**config.mk**
```make
export PLATFORM = sky130hd
export DESIGN_NAME = pmp_region_encoder_top
export DESIGN_NICKNAME = d
export VERILOG_FILES = /design/src/hw/rtl/pmpre_pkg.sv /design/src/hw/rtl/pmpre_decode.sv /design/src/hw/rtl/pmpre_check.sv /design/src/hw/rtl/pmpre_merge.sv /design/src/hw/rtl/pmp_region_encoder_top.sv
export SDC_FILE = /design/constraint.sdc
export NUM_CORES = 1
export LEC_CHECK = 0
export BUFFER_PORTS_ARGS = -buffer_cell sky130_fd_sc_hd__buf_2
export CORE_MARGIN = 3
export CORE_UTILIZATION = 40
export DETAILED_ROUTE_END_ITERATION = 7
export PLACE_DENSITY_LB_ADDON = 0.08
export SLEW_MARGIN = 20
export SYNTH_ARGS = -nofsm -noshare
export SYNTH_HDL_FRONTEND = slang
export SYNTH_HIERARCHICAL = 1
export SYNTH_SLANG_ARGS = --single-unit
```
**constraint.sdc**
```tcl
create_clock -name i_clk -period 5 [get_ports i_clk]
set_input_delay 0.5 -clock i_clk [delete_from_list [all_inputs] [get_ports i_clk]]
set_output_delay 0.5 -clock i_clk [all_outputs]
set_load 0.1 [all_outputs]
```
**src/hw/rtl/pmpre_pkg.sv**
```systemverilog
// Shared types and constants for the PMP region encoder pipeline.
package pmpre_pkg;

    localparam int XLEN  = 64;
    localparam int IDX_W = 6;
    localparam int CSR_W = 12;

    localparam logic [CSR_W-1:0] ADDR_CSR_BASE = 12'h3B0;
    localparam logic [CSR_W-1:0] CFG_CSR_BASE  = 12'h3A0;

    localparam int PERM_R_BIT = 0;
    localparam int PERM_W_BIT = 1;

    localparam logic [7:0] MODE_NA4   = 8'h10;
    localparam logic [7:0] MODE_NAPOT = 8'h18;

    // First stage result: early checks done, size decremented.
    typedef struct packed {
        logic            valid;
        logic            early_bad;
        logic            whole_space;
        logic            size_small;
        logic [IDX_W-1:0] idx;
        logic [2:0]      perm;
        logic [XLEN-1:0] start;
        logic [XLEN-1:0] size;
        logic [XLEN-1:0] size_m1;
        logic [XLEN-1:0] cfg_word;
    } t_s1;

    // Second stage result: region verdict and encoded address.
    typedef struct packed {
        logic            valid;
        logic            rejected;
        logic            na4;
        logic [IDX_W-1:0] idx;
        logic [2:0]      perm;
        logic [XLEN-1:0] addr;
        logic [XLEN-1:0] cfg_word;
    } t_s2;

endpackage

```
**src/hw/rtl/pmpre_decode.sv**
```systemverilog
// First pipeline stage: index and permission checks, size decrement.
module pmpre_decode #(
    parameter int NUM_ENTRIES = 16
) (
    input  logic                   i_clk,
    input  logic                   i_rst_n,
    input  logic                   i_accept,
    input  logic signed [7:0]      i_entry_index,
    input  logic [63:0]            i_region_start,
    input  logic [63:0]            i_region_size,
    input  logic [7:0]             i_permissions,
    input  logic [63:0]            i_current_cfg_word,
    output pmpre_pkg::t_s1         o_s1
);
    import pmpre_pkg::*;

    t_s1  r_s1;
    t_s1  n_s1;
    logic idx_ok;
    logic perm_ok;

    always_comb begin
        idx_ok  = !i_entry_index[7] && (i_entry_index[6:0] < 7'(NUM_ENTRIES));
        // Write without read is a reserved combination.
        perm_ok = (i_permissions[7:3] == 5'd0) &&
                  !(i_permissions[PERM_W_BIT] && !i_permissions[PERM_R_BIT]);

        n_s1.valid       = i_accept;
        n_s1.early_bad   = !(idx_ok && perm_ok);
        n_s1.whole_space = (i_region_start == '0) && (i_region_size == '1);
        n_s1.size_small  = (i_region_size[XLEN-1:2] == '0);
        n_s1.idx         = i_entry_index[IDX_W-1:0];
        n_s1.perm        = i_permissions[2:0];
        n_s1.start       = i_region_start;
        n_s1.size        = i_region_size;
        n_s1.size_m1     = i_region_size - 64'd1;
        n_s1.cfg_word    = i_current_cfg_word;
    end

    always_ff @(posedge i_clk) begin
        if (!i_rst_n) begin
            r_s1 <= '0;
        end else begin
            r_s1 <= n_s1;
        end
    end

    assign o_s1 = r_s1;

endmodule

```
**src/hw/rtl/pmpre_check.sv**
```systemverilog
// Second pipeline stage: power-of-two, alignment and wrap checks, address encode.
module pmpre_check (
    input  logic            i_clk,
    input  logic            i_rst_n,
    input  pmpre_pkg::t_s1  i_s1,
    output pmpre_pkg::t_s2  o_s2
);
    import pmpre_pkg::*;

    t_s2             r_s2;
    t_s2             n_s2;
    logic [XLEN:0]   end_sum;
    logic            region_bad;
    logic [XLEN-1:0] napot_addr;

    always_comb begin
        // A carry out of base plus size minus one means the region wraps.
        end_sum    = {1'b0, i_s1.start} + {1'b0, i_s1.size_m1};
        region_bad = i_s1.size_small ||
                     ((i_s1.size & i_s1.size_m1) != '0) ||
                     ((i_s1.start & i_s1.size_m1) != '0) ||
                     end_sum[XLEN];
        // Clear the granule bits covered by the size, then set all but the top one.
        napot_addr = ((i_s1.start >> 2) & ~(i_s1.size_m1 >> 2)) | (i_s1.size_m1 >> 3);

        n_s2.valid    = i_s1.valid;
        n_s2.rejected = i_s1.early_bad || (!i_s1.whole_space && region_bad);
        n_s2.na4      = !i_s1.whole_space && (i_s1.size_m1 == 64'd3);
        n_s2.idx      = i_s1.idx;
        n_s2.perm     = i_s1.perm;
        n_s2.addr     = i_s1.whole_space ? '1 : napot_addr;
        n_s2.cfg_word = i_s1.cfg_word;
    end

    always_ff @(posedge i_clk) begin
        if (!i_rst_n) begin
            r_s2 <= '0;
        end else begin
            r_s2 <= n_s2;
        end
    end

    assign o_s2 = r_s2;

endmodule

```
**src/hw/rtl/pmpre_merge.sv**
```systemverilog
// Third pipeline stage: config byte merge, CSR numbers and the output register.
module pmpre_merge (
    input  logic            i_clk,
    input  logic            i_rst_n,
    input  pmpre_pkg::t_s2  i_s2,
    output logic            o_valid,
    output logic            o_rejected,
    output logic [11:0]     o_addr_reg_number,
    output logic [63:0]     o_addr_value,
    output logic [11:0]     o_cfg_reg_number,
    output logic [63:0]     o_cfg_value
);
    import pmpre_pkg::*;

    logic             r_valid;
    logic             r_rejected;
    logic [CSR_W-1:0] r_addr_reg;
    logic [XLEN-1:0]  r_addr;
    logic [CSR_W-1:0] r_cfg_reg;
    logic [XLEN-1:0]  r_cfg;

    logic [CSR_W-1:0] n_addr_reg;
    logic [XLEN-1:0]  n_addr;
    logic [CSR_W-1:0] n_cfg_reg;
    logic [XLEN-1:0]  n_cfg;
    logic [7:0]       cfg_byte;
    logic [XLEN-1:0]  merged;
    logic [CSR_W-1:0] cfg_sum;

    always_comb begin
        cfg_byte = {5'd0, i_s2.perm} | (i_s2.na4 ? MODE_NA4 : MODE_NAPOT);
        for (int b = 0; b < XLEN / 8; b++) begin
            merged[b*8 +: 8] = (i_s2.idx[2:0] == 3'(b)) ? cfg_byte : i_s2.cfg_word[b*8 +: 8];
        end
        // Packed config registers are the even numbers only.
        cfg_sum = CFG_CSR_BASE + {{(CSR_W-IDX_W+2){1'b0}}, i_s2.idx[IDX_W-1:2]};

        if (i_s2.rejected) begin
            n_addr_reg = '0;
            n_addr     = '0;
            n_cfg_reg  = '0;
            n_cfg      = '0;
        end else begin
            n_addr_reg = ADDR_CSR_BASE + {{(CSR_W-IDX_W){1'b0}}, i_s2.idx};
            n_addr     = i_s2.addr;
            n_cfg_reg  = {cfg_sum[CSR_W-1:1], 1'b0};
            n_cfg      = merged;
        end
    end

    always_ff @(posedge i_clk) begin
        if (!i_rst_n) begin
            r_valid <= 1'b0;
        end else begin
            r_valid <= i_s2.valid;
        end
        r_rejected <= i_s2.rejected;
        r_addr_reg <= n_addr_reg;
        r_addr     <= n_addr;
        r_cfg_reg  <= n_cfg_reg;
        r_cfg      <= n_cfg;
    end

    assign o_valid           = r_valid;
    assign o_rejected        = r_rejected;
    assign o_addr_reg_number = r_addr_reg;
    assign o_addr_value      = r_addr;
    assign o_cfg_reg_number  = r_cfg_reg;
    assign o_cfg_value       = r_cfg;

endmodule

```
**src/hw/rtl/pmp_region_encoder_top.sv**
```systemverilog
// Top level of the PMP region encoder: three register stages, one word per cycle.
// A word accepted at a clock edge goes through the decode, check and merge registers in that
// order to the result ports, where the receiver takes it.
// Throughput: one word per cycle; busy stays low, so start is taken every cycle.
// The three pipeline stages (decode, check, merge) set the latency.
// Synchronous active-low reset clears all stage valid bits; the receiver cannot stall.
module pmp_region_encoder_top #(
    parameter int NUM_ENTRIES = 16
) (
    input  logic              i_clk,
    input  logic              i_rst_n,
    input  logic              start,
    output logic              busy,
    input  logic signed [7:0] i_entry_index,
    input  logic [63:0]       i_region_start,
    input  logic [63:0]       i_region_size,
    input  logic [7:0]        i_permissions,
    input  logic [63:0]       i_current_cfg_word,
    output logic              o_valid,
    output logic              o_rejected,
    output logic [11:0]       o_addr_reg_number,
    output logic [63:0]       o_addr_value,
    output logic [11:0]       o_cfg_reg_number,
    output logic [63:0]       o_cfg_value
);
    import pmpre_pkg::*;

    t_s1  s1;
    t_s2  s2;
    logic accept;

    assign busy   = 1'b0;
    assign accept = start && !busy;

    pmpre_decode #(
        .NUM_ENTRIES (NUM_ENTRIES)
    ) u_decode (
        .i_clk              (i_clk),
        .i_rst_n            (i_rst_n),
        .i_accept           (accept),
        .i_entry_index      (i_entry_index),
        .i_region_start     (i_region_start),
        .i_region_size      (i_region_size),
        .i_permissions      (i_permissions),
        .i_current_cfg_word (i_current_cfg_word),
        .o_s1               (s1)
    );

    pmpre_check u_check (
        .i_clk   (i_clk),
        .i_rst_n (i_rst_n),
        .i_s1    (s1),
        .o_s2    (s2)
    );

    pmpre_merge u_merge (
        .i_clk             (i_clk),
        .i_rst_n           (i_rst_n),
        .i_s2              (s2),
        .o_valid           (o_valid),
        .o_rejected        (o_rejected),
        .o_addr_reg_number (o_addr_reg_number),
        .o_addr_value      (o_addr_value),
        .o_cfg_reg_number  (o_cfg_reg_number),
        .o_cfg_value       (o_cfg_value)
    );

endmodule

```
==> results.tsv, run 1 <==
stage	metric	value	unit
grt	grt.total_usage	23.1	%
sta	rsz0062_at_grt	false	
synthesis	ys_ff_latch	548	
synthesis	synth_flop_cell	dfxtp_1	
floorplanning	num_rows	80	
layout	layout_commonest_cell	dfxtp_1	
floorplanning	die_h	227	um
sta	post-route-min-period	2.55	ns
floorplanning	start_util	40.6	%
drt	wl	61.2	mm
synthesis	syn_avg_cell_area	10.9	um^2
clock_network	cts_tree	built	
layout	mostFrequentLayoutCells	546 x dfxtp_1, 356 x buf_2, 269 x and2_1	
clock_network	htree_levels	2	
grt	antenna_found_initial	3	
grt	grt.overflow.total	0	
sta	slew_headroom	42.1	%
sta	clock.fmax	0.392	GHz
sta	hold_viol	0	
drt	postRouteAntennaNets	0	
min_path	min_path_type	in -> reg	
drt	drc_errors	0	
sta	fin_skew	0.0187	ns
sta	tns	0	ns
synthesis	synth_area	19500	um^2
drt	wire_per_inst	22.2	um
clock_network	root_buffer	clkbuf_16	
sta	setup_viol	0	
sta	drv_slew	0	
worst_setup_path	cp.required	5.49	ns
sta	setup_slack	2.45	ns
synthesis	seq_area_frac_synth	56.3	%
place	place_hpwl	45.8	mm
worst_setup_path	cp_top_family	simple AND/OR/NAND/NOR gates	
grt	grt_max_degree	171	
run_status	outcome	finished clean	
worst_setup_path	slowest_stage	nand4_1	
synthesis	synth_edf_count	0	
clock_network	postCtsSetupBuffers	0	
worst_setup_path	crit_type	in -> reg	
sta	period_share	51.1	%
clock_network	cts_hold_buf	0	
floorplanning	fp.dieW	227	um
clock_network	cts.reportedPaths.clkPinSlew	0.06	ns
drt	initialDrtViolationCount	845	
worst_setup_path	cp-start-kind	input pin	
power_and_ir_drop	powerDensity	417	nW/um^2
run	cap_violations	0	
clock_network	cts_buffers	57	
drt	vias	13600	
layout	final_nets	2441	
worst_setup_path	arrival	3.04	ns
clock_network	cts_buffer_depth	3	
synthesis	synthCells	1781	
synthesis	synth-async-reset-ratio	0	%
place	place_ws	1.88	ns
floorplanning	io_pins	366	
worst_setup_path	end_kind	register	
synthesis	ys_types	62	
worst_setup_path	crit_path_cell_trace	buf_2 -> nor4_2 -> nand4_1 -> nor2_1 -> and4_2 -> mux2_2	
drt	viasPerCell	4.91	
clock_network	clkLatencyLatePin	0.61	ns
place	port_buffers	357	
clock_network	cts_sinks	548	
worst_setup_path	max_stage_delay	0.71	ns
worst_setup_path	cp_num_buf_inv	1	
floorplanning	die_area	51400	um^2
layout	drive_gt1_share	22.5	%
power_and_ir_drop	p_leak	10.5	nW
floorplanning	core_area	47900	um^2
clock_network	post_cts_resized	0	
grt	grt_pass1_wl	87.0	mm
power_and_ir_drop	peakVddDrop	276	uV
grt	grt_pass1_vias	13400	
worst_setup_path	worstPathMaxFanout	10	
synthesis	yosysWarningCount	6	
layout	area_growth_syn_to_layout	20.3	%
place	gp_congestion	0.958	
drt	first_pass_iters	5	
sta	worst_pin_slew	0.861	ns
## metal layers
layer / up-vias / GRT usage, % / share of wire [%]
met5: - / 0 / 0.021
met4: 2 / 8.56 / 3.3
met3: 95 / 4.01 / 5.0
met2: 437 / 41.2 / 50
met1: 6491 / 27.9 / 42
li1: 6551 / - / -
## cells in the mapped netlist (9+ instances only)
| cell type | n | area [um^2] |
|---|---|---|
| mux2i_1 | 32 | 320 |
| buf_4 | 18 | 135 |
| nor2b_1 | 68 | 425 |
| nor3_1 | 23 | 115 |
| o31a_1 | 60 | 526 |
| or4_1 | 10 | 75.1 |
| and3_1 | 23 | 144 |
| inv_1 | 84 | 315 |
| a221oi_1 | 9 | 78.8 |
| and2_1 | 269 | 1680 |
| ha_1 | 128 | 1600 |
| dfxtp_1 | 548 | 11000 |
| or3_1 | 21 | 131 |
| nand4_1 | 36 | 225 |
| nor2_1 | 73 | 274 |
| a21oi_1 | 26 | 130 |
| a22oi_1 | 13 | 97.6 |
| nand2b_1 | 35 | 219 |
| o21ai_0 | 9 | 45.0 |
| nor4_1 | 69 | 432 |
| a22o_1 | 9 | 78.8 |
| xnor2_1 | 27 | 236 |
| mux2_2 | 9 | 101 |
| nand3_1 | 15 | 75.1 |
| nand2_1 | 11 | 41.3 |
| clkbuf_1 | 65 | 244 |
## cells by family after synthesis
| group | share of synthesized area [%] |
|---|---|
| compound gates | 5.66 |
| xor+xnor | 1.48 |
| fa+ha+maj | 8.23 |
| buf+inv | 4.39 |
| flops | 56.3 |
| mux | 2.22 |
| other cells | 0.0386 |
| simple gates | 21.6 |
## worst reg2reg max path, cell delays in order (launching register included)
cell,delay (ns)
dfxtp_1,0.46
inv_1,0.08
ha_1,0.31
inv_1,0.05
a221oi_1,0.60
nand4_1,0.29
nor4_1,0.33
a31oi_1,0.12
## path summary, 6_finish.rpt
check / depth (start not counted) / startpoint / to / slack, ns
worst max-delay path: 6 / i_region_size[7] / u_decode/o_s1[123] / 2.45
worst min register to register: 1 / u_check/o_s2[139] / u_merge/o_valid / 0.43
worst min-delay path: 2 / i_current_cfg_word[52] / u_decode/o_s1[52] / 0.11
worst max register to register: 7 / u_decode/o_s1[127] / u_check/o_s2[138] / 2.64
## state kept, by name, summed over array words and instances, names as in the netlist
| signal | flops |
|---|---|
| u_merge/o_addr_value | 64 |
| u_merge/o_addr_reg_number | 6 |
| u_merge/o_rejected | 1 |
| u_check/o_s2 | 139 |
| u_merge/o_valid | 1 |
| u_merge/o_cfg_value | 64 |
| u_decode/o_s1 | 269 |
| u_merge/o_cfg_reg_number | 4 |
## power by group
| part | leakage [nW] | internal (mW) | switching, mW |
|---|---|---|---|
| combinational | 5.04 | 0.264 | 0.665 |
| sequential | 4.53 | 4.58 | 0.148 |
| clock | 0.903 | 2.41 | 1.70 |
## area by class of cell
class / count / area [um^2]
clock buffers: 85 / 1680
inverters: 85 / 319
diodes: 5 / 12.5
flip-flops and latches: 548 / 11000
well taps: 615 / 769
repair buffers: 362 / 1840
clock inverters: 16 / 146
multi-input cells: 1048 / 7670
fillers: 4542 / 24500
## per-stage QoR
stage               area [um^2]  util [%]  instances  hold WS (ns)  power [mW]
finish                    23400      48.8       2764         0.109        9.77
global route              23400      48.8       2761        0.0803        10.1
detailed placement        21600      45.0       2658         0.414        5.75
CTS                       23400      48.8       2759        0.0645        9.87
floorplan                 19500         -       1787         0.350        5.40
global placement          21600      45.0       2658         0.414        5.75
(Power assumes the default switching activity.)
==> run 2: changes to the inputs <==
clock period = 2.4 ns   (was 5 ns; I/O delays follow)
==> run 2 against run 1 <==
Final cell count up 10%. Non-clock buffer count up 280. Combinational power grew to 2.5 times the previous value. Sequential power up 110%. Clock power up 120%. Count of clock-buffer cells in the layout shrank 6. Worst setup slack worse by 2.4 ns. Via count grew 7.5%. Routed wire length grew 5.5%. Register-to-register slack lost 2.4 ns. Global-route usage grew 1.6 points. Largest power group unchanged. Highest routed layer is now met4.
==> results.tsv, run 2 (same netlist as run 1, synthesis figures left out) <==
stage	metric	value	unit	change
clock_network	clkLatencyLatePin	0.59	ns	-0.02 ns
worst_setup_path	end_kind	register		
clock_network	cts_sinks	548		unchanged
run_status	outcome	finished clean		
layout	largest_register_ffs	269		unchanged
grt	grt.total_usage	24.7	%	+1.6 points
min_path	min_path_type	in -> reg		
layout	mostFrequentLayoutCells	546 x dfxtp_1, 356 x buf_2, 269 x and2_1		
grt	grt_max_degree	204		+19%
drt	first_pass_iters	6		+1
sta	setup_viol	0		unchanged
clock_network	cts_buffers	57		unchanged
run	cap_violations	0		unchanged
clock_network	cts_buffer_depth	3		unchanged
clock_network	cts.reportedPaths.clkPinSlew	0.06	ns	about the same
clock_network	htree_levels	2		unchanged
drt	postRouteAntennaNets	0		unchanged
sta	hold_viol	0		unchanged
sta	period_share	97.5	%	
layout	layout_commonest_cell	dfxtp_1		
sta	clock.fmax	0.427	GHz	
drt	wire_per_inst	21.2	um	-4.1%
sta	drv_slew	0		unchanged
drt	vias	14600		+7.5%
grt	grt.overflow.total	0		unchanged
grt	grt_pass1_vias	14800		+11%
floorplanning	io_pins	366		unchanged
worst_setup_path	crit_type	in -> reg		
sta	hold_ws	0.0340	ns	-0.0748 ns
drt	drc_errors	0		unchanged
place	place_hpwl	48.4	mm	+5.7%
sta	post-route-min-period	2.34	ns	
clock_network	root_buffer	clkbuf_16		
sta	rsz0062_at_grt	false		
layout	area_growth_syn_to_layout	34.1	%	
grt	grt_pass1_wl	94.1	mm	+8.1%
place	port_buffers	357		unchanged
clock_network	cts_tree	built		
sta	tns	0	ns	unchanged
power_and_ir_drop	peakVddDrop	470	uV	+70%
floorplanning	die_area	51400	um^2	unchanged
floorplanning	die_h	227	um	unchanged
drt	initialDrtViolationCount	707		-16%
worst_setup_path	cp.required	2.91	ns	-2.58 ns
layout	drive_gt1_share	23.8	%	+1.3 points
drt	wl	64.6	mm	+5.5%
grt	antenna_found_initial	1		-2
power_and_ir_drop	p_leak	11.8	nW	+12%
place	gp_congestion	0.904		-5.6%
floorplanning	start_util	40.6	%	unchanged
sta	slew_headroom	47.9	%	+5.9 points
floorplanning	core_area	47900	um^2	unchanged
worst_setup_path	worstPathMaxFanout	11		+1
power_and_ir_drop	powerDensity	807	nW/um^2	+93%
floorplanning	num_rows	80		unchanged
drt	viasPerCell	4.79		-2.4%
layout	antenna_cells	0		-5
layout	final_nets	2721		+11%
worst_setup_path	cp-start-kind	input pin		
floorplanning	fp.dieW	227	um	unchanged
sta	worst_pin_slew	0.780	ns	-0.0809 ns
sta	fin_skew	0.0129	ns	-0.00578 ns
worst_setup_path	arrival	2.85	ns	-0.19 ns
run 2: cell count changes in the layout (fill, tap and decap cells not counted), sizes merged:
cell,before,now
buf,362,447
inv,85,87
dlygate4sd3,0,195
clkbuf,85,79
diode,5,0
bufinv,2,5
clkinvlp,2,6
clkinv,12,13
run 2: power breakdown:
part | total [mW] | internal [mW] | switching [mW]
combinational | 2.34 | 0.826 | 1.51
clock | 8.93 | 5.33 | 3.61
sequential | 9.81 | 9.54 | 0.264
total | 21.1 | 15.7 | 5.38
run 2: what timing repair did:
item | 4_1_cts | 5_1_grt
hold buffers | 195 | 0
buffers inserted | 0 | 0
endpoints found under the hold margin | 231 | 0
setup endpoints to repair | 0 | 1
gates resized for setup | 0 | 1
run 2: path summary, 6_finish.rpt:
path	depth (start not counted)	end	slack, ns	startpoint
hold reg to reg	1	u_check/o_s2[128]	0.42	u_decode/o_s1[256]
hold / removal	3	u_decode/o_s1[166]	0.03	i_region_size[38]
setup reg to reg	5	u_check/o_s2[138]	0.27	u_decode/o_s1[98]
setup / recovery	10	u_decode/o_s1[126]	0.06	i_region_size[35]
run 2: layout make-up:
| type | instances | area, um^2 |
|---|---|---|
| fill | 4291 | 21800 |
| sequential | 548 | 11000 |
| multi-input combinational | 1048 | 7670 |
| timing repair buffer | 642 | 4450 |
| clock buffer | 79 | 1650 |
| tap | 615 | 769 |
| inverter | 85 | 319 |
| clock inverter | 26 | 282 |
run 2: per-layer routing:
| layer | track usage (%) | vias to the layer above | part of all wire, % |
|---|---|---|---|
| li1 | - | 7125 | - |
| met1 | 30.7 | 6938 | 43 |
| met2 | 44.0 | 416 | 50 |
| met3 | 3.57 | 110 | 4.2 |
| met4 | 8.25 | 0 | 3.2 |
| met5 | 0 | - | 0 |
run 2: stage by stage:
step	power [mW]	instances	instance area, um^2	util (%)	setup WS (ns)
global placement	12.1	2743	22200	46.4	0.0458
global route	21.8	3043	26100	54.5	0.00262
finish	21.1	3043	26100	54.5	0.0591
CTS	21.3	3043	26100	54.4	0.121
floorplan	11.3	1787	19500	-	0.280
detailed placement	12.1	2743	22200	46.4	0.0405
run 2: worst max-delay path, cell delays in order:
cell and delay [ns]:
dlygate4sd3_1 0.54, buf_2 0.13, or4_4 0.57, nor4_4 0.23, buf_4 0.19, buf_4 0.13, nand4_2 0.11, buf_12 0.17
or4_1 0.40, a21oi_1 0.15
==> run 3: changes to the inputs <==
CTS_BUF_LIST = sky130_fd_sc_hd__clkbuf_2   (was unset)
clock period = 2.3 ns   (was 2.4 ns; I/O delays follow)
==> run 3 against run 2 <==
Synthesized cell count is the same. The run now fails in clock tree synthesis. Area after synthesis stayed put.
==> results.tsv, run 3 <==
stage	metric	value	unit	change
synthesis	ys_ff_latch	548		unchanged
clock_network	cts_hold_buf	599		+210%
synthesis	syn_avg_cell_area	10.9	um^2	unchanged
place	port_buffers	357		unchanged
synthesis	synth_area_leaders	dfxtp_1 56%, and2_1 8.6%, ha_1 8.2%, o31a_1 2.7%, nor4_1 2.2%		
floorplanning	die_h	227	um	unchanged
synthesis	synth_flop_cell	dfxtp_1		
run_status	tool.error	[ERROR RSZ-0060] Max buffer count reached.		
floorplanning	num_rows	80		unchanged
synthesis	synth_area	19500	um^2	unchanged
synthesis	seq_area_frac_synth	56.3	%	unchanged
synthesis	yosysMostFrequentCell	dfxtp_1		
synthesis	synth_edf_count	0		unchanged
clock_network	cts_buffers	143		+150%
floorplanning	io_pins	366		unchanged
floorplanning	fp.dieW	227	um	unchanged
run_status	stop_stage	clock tree synthesis		
synthesis	synthTopCellsByCount	548 x dfxtp_1, 269 x and2_1, 128 x ha_1, 84 x inv_1, 73 x nor2_1		
clock_network	post_cts_resized	228		+228
clock_network	postCtsSetupBuffers	0		unchanged
place	gp_congestion	0.954		+5.5%
run_status	outcome	aborted with a tool error		
synthesis	synth-async-reset-ratio	0	%	unchanged
synthesis	ys_types	62		unchanged
synthesis	yosysWarningCount	6		unchanged
synthesis	yosys.area.top_type	dfxtp_1		
floorplanning	start_util	40.6	%	unchanged
clock_network	root_buffer	clkbuf_2		
synthesis	synth_top_area_share	56.3	%	unchanged
synthesis	synthCells	1781		unchanged
place	place_hpwl	49.0	mm	+1.1%
clock_network	cts_buffer_depth	3		unchanged
clock_network	htree_levels	4		+2
clock_network	cts_sinks	548		unchanged
[run 3: per-stage QoR]
stage / instance area [um^2] / instances / worst slack, ns / util (%)
detailed placement: 22300 / 2750 / -0.0320 / 46.5
global placement: 22300 / 2750 / -0.0211 / 46.5
floorplan: 19500 / 1787 / 0.190 / -
[run 3: kinds of logic after synthesis]
family | after synthesis | share of synthesized area [%]
other cells | 2 | 0.0386
simple gates | 692 | 21.6
flops | 548 | 56.3
mux | 42 | 2.22
compound gates | 145 | 5.66
buf+inv | 191 | 4.39
fa+ha+maj | 128 | 8.23
xor+xnor | 33 | 1.48
==> run 4: changes to the inputs <==
CORE_UTILIZATION = 25   (was 40)
CTS_BUF_LIST = unset   (was sky130_fd_sc_hd__clkbuf_2)
PLACE_DENSITY_LB_ADDON = 0.15   (was 0.08)
==> run 4 against run 3 <==
The flow now finishes without violations.
==> results.tsv, run 4 (same netlist as run 1, synthesis figures left out) <==
stage	metric	value	unit	change
worst_setup_path	max_stage_delay	0.54	ns	
run_status	outcome	finished clean		
sta	period_share	96.7	%	
layout	finalNonFillerCells	3491		
floorplanning	die_area	81300	um^2	
drt	viasPerCell	4.28		
layout	area_growth_syn_to_layout	39.1	%	
drt	vias	14900		
grt	grt_pass1_vias	15600		
layout	final_nets	2744		
grt	antenna_found_initial	1		
worst_setup_path	cp-startpoint	i_region_size[0]		
worst_setup_path	end_kind	register		
layout	layout_commonest_cell	dfxtp_1		
power_and_ir_drop	p_leak	12.0	nW	
floorplanning	fp.dieW	285	um	+26%
worst_setup_path	cp-start-kind	input pin		
clock_network	htree_levels	3		-1
worst_setup_path	arrival	2.74	ns	
grt	grt_max_degree	116		
worst_setup_path	crit-reg2reg-capture	u_check/o_s2[137]		
grt	grt.overflow.total	0		
clock_network	root_buffer	clkbuf_16		
worst_setup_path	crit_type	in -> reg		
floorplanning	core_area	76600	um^2	
power_and_ir_drop	power.total	23.4	mW	
worst_setup_path	r2r_slack	0.31	ns	
layout	largest_register_ffs	269		
drt	first_pass_iters	4		
floorplanning	num_rows	101		+26%
sta	tns	0	ns	
worst_setup_path	crit_path_cell_trace	dlygate4sd3_1 -> buf_2 -> inv_1 -> ha_1 -> or4b_4 -> nor3_2 -> nand4_4 -> buf_4 -> or3_1 -> a21oi_1		
floorplanning	io_pins	366		unchanged
layout	postLayoutCoreUtil	35.4	%	
min_path	min_path_type	in -> reg		
clock_network	cts_buffers	66		-54%
drt	wire_per_inst	21.1	um	
sta	hold_viol	0		
place	place_hpwl	55.9	mm	+14%
worst_setup_path	cp_num_buf_inv	4		
worst_setup_path	worstPathMaxFanout	9		
worst_setup_path	cp.required	2.81	ns	
clock_network	clkLatencyLatePin	0.59	ns	
place	dp_cells	3178		+16%
place	port_buffers	357		unchanged
power_and_ir_drop	powerDensity	864	nW/um^2	
worst_setup_path	critPathCapture	u_decode/o_s1[110]		
sta	fin_skew	0.0187	ns	
sta	post-route-min-period	2.22	ns	
clock_network	cts.reportedPaths.clkPinSlew	0.06	ns	
sta	worst_pin_slew	0.817	ns	
layout	mostFrequentLayoutCells	546 x dfxtp_1, 356 x buf_2, 269 x and2_1		
sta	clock.fmax	0.449	GHz	
drt	wl	73.8	mm	
clock_network	cts_sinks	548		unchanged
worst_setup_path	rr_worst_depth	5		
worst_setup_path	rr_startpoint	u_decode/o_s1[81]		
sta	drv_slew	0		
run	cap_violations	0		
sta	setup_viol	0		
worst_setup_path	cp_top_family	simple AND/OR/NAND/NOR gates		
grt	grt.total_usage	17.8	%	
grt	grt_pass1_wl	107	mm	
worst_setup_path	slowest_stage	dlygate4sd3_1		
layout	drive_gt1_share	25.0	%	
drt	postRouteAntennaNets	0		
drt	drc_errors	0		
worst_setup_path	worstSetupPathDepth	10		
power_and_ir_drop	peakVddDrop	368	uV	
sta	rsz0062_at_grt	false		
floorplanning	start_util	25.4	%	-15 points
clock_network	cts_buffer_depth	3		unchanged
sta	slew_headroom	45.5	%	
clock_network	cts_tree	built		
drt	initialDrtViolationCount	807		
floorplanning	die_h	285	um	+26%
place	gp_congestion	0.922		-3.4%
[run 4: through the flow]
stage | hold WS [ns] | setup WS (ns) | area [um^2]
floorplan | 0.302 | 0.190 | 19500
global placement | 0.411 | 0.0107 | 22900
detailed placement | 0.418 | -0.0553 | 22900
CTS | 0.000413 | 0.0283 | 27000
global route | 0.0308 | 0.0163 | 27100
finish | 0.0454 | 0.0752 | 27100
[run 4: per-layer routing]
layer  vias to the layer above  part of all wire [%]  global-route usage, %
li1                       7174                     -                      -
met1                      7144                    44                   22.8
met2                       485                    47                   29.6
met3                       124                   5.6                   3.31
met4                         2                   3.4                   6.56
met5                         -                 0.014                      0
[run 4: worst min-delay path by stage]
stage	from	endpoint	depth (start not counted)
final	i_region_size[39]	u_decode/o_s1[167]	3
after detailed placement	u_decode/o_s1[42]	u_check/o_s2[42]	1
after global routing	i_region_size[32]	u_decode/o_s1[160]	2
after floorplan	i_region_size[0]	u_decode/o_s1[64]	1
after CTS	i_region_size[37]	u_decode/o_s1[165]	3
after global placement	u_check/o_s2[139]	u_merge/o_valid	1
[run 4: area by class of cell]
class	instances	area, um^2
multi-input combinational	1048	7710
fill	7734	49500
inverter	85	319
sequential	548	11000
clock inverter	24	322
antenna	2	5.00
clock buffer	98	1910
timing repair buffer	656	4550
tap	1030	1290
[run 4: worst reg2reg max path: stages (launching register included)]
cell     delay [ns]
dfxtp_1        0.44
nor4_2         0.32
nand2_1        0.10
nor4b_2        0.35
nand3_1        0.20
nor4_2         0.44
[run 4: power by group]
group,switching [mW],internal [mW],total (mW)
logic,1.66,0.887,2.55
registers,0.267,9.96,10.2
clock network,4.15,6.49,10.6
[run 4: repair_timing]
action,4_1_cts,5_1_grt
hold endpoints to repair,211,0
setup endpoints to repair,0,20
hold buffers,185,0
gates resized for setup,0,8
buffers inserted,0,4
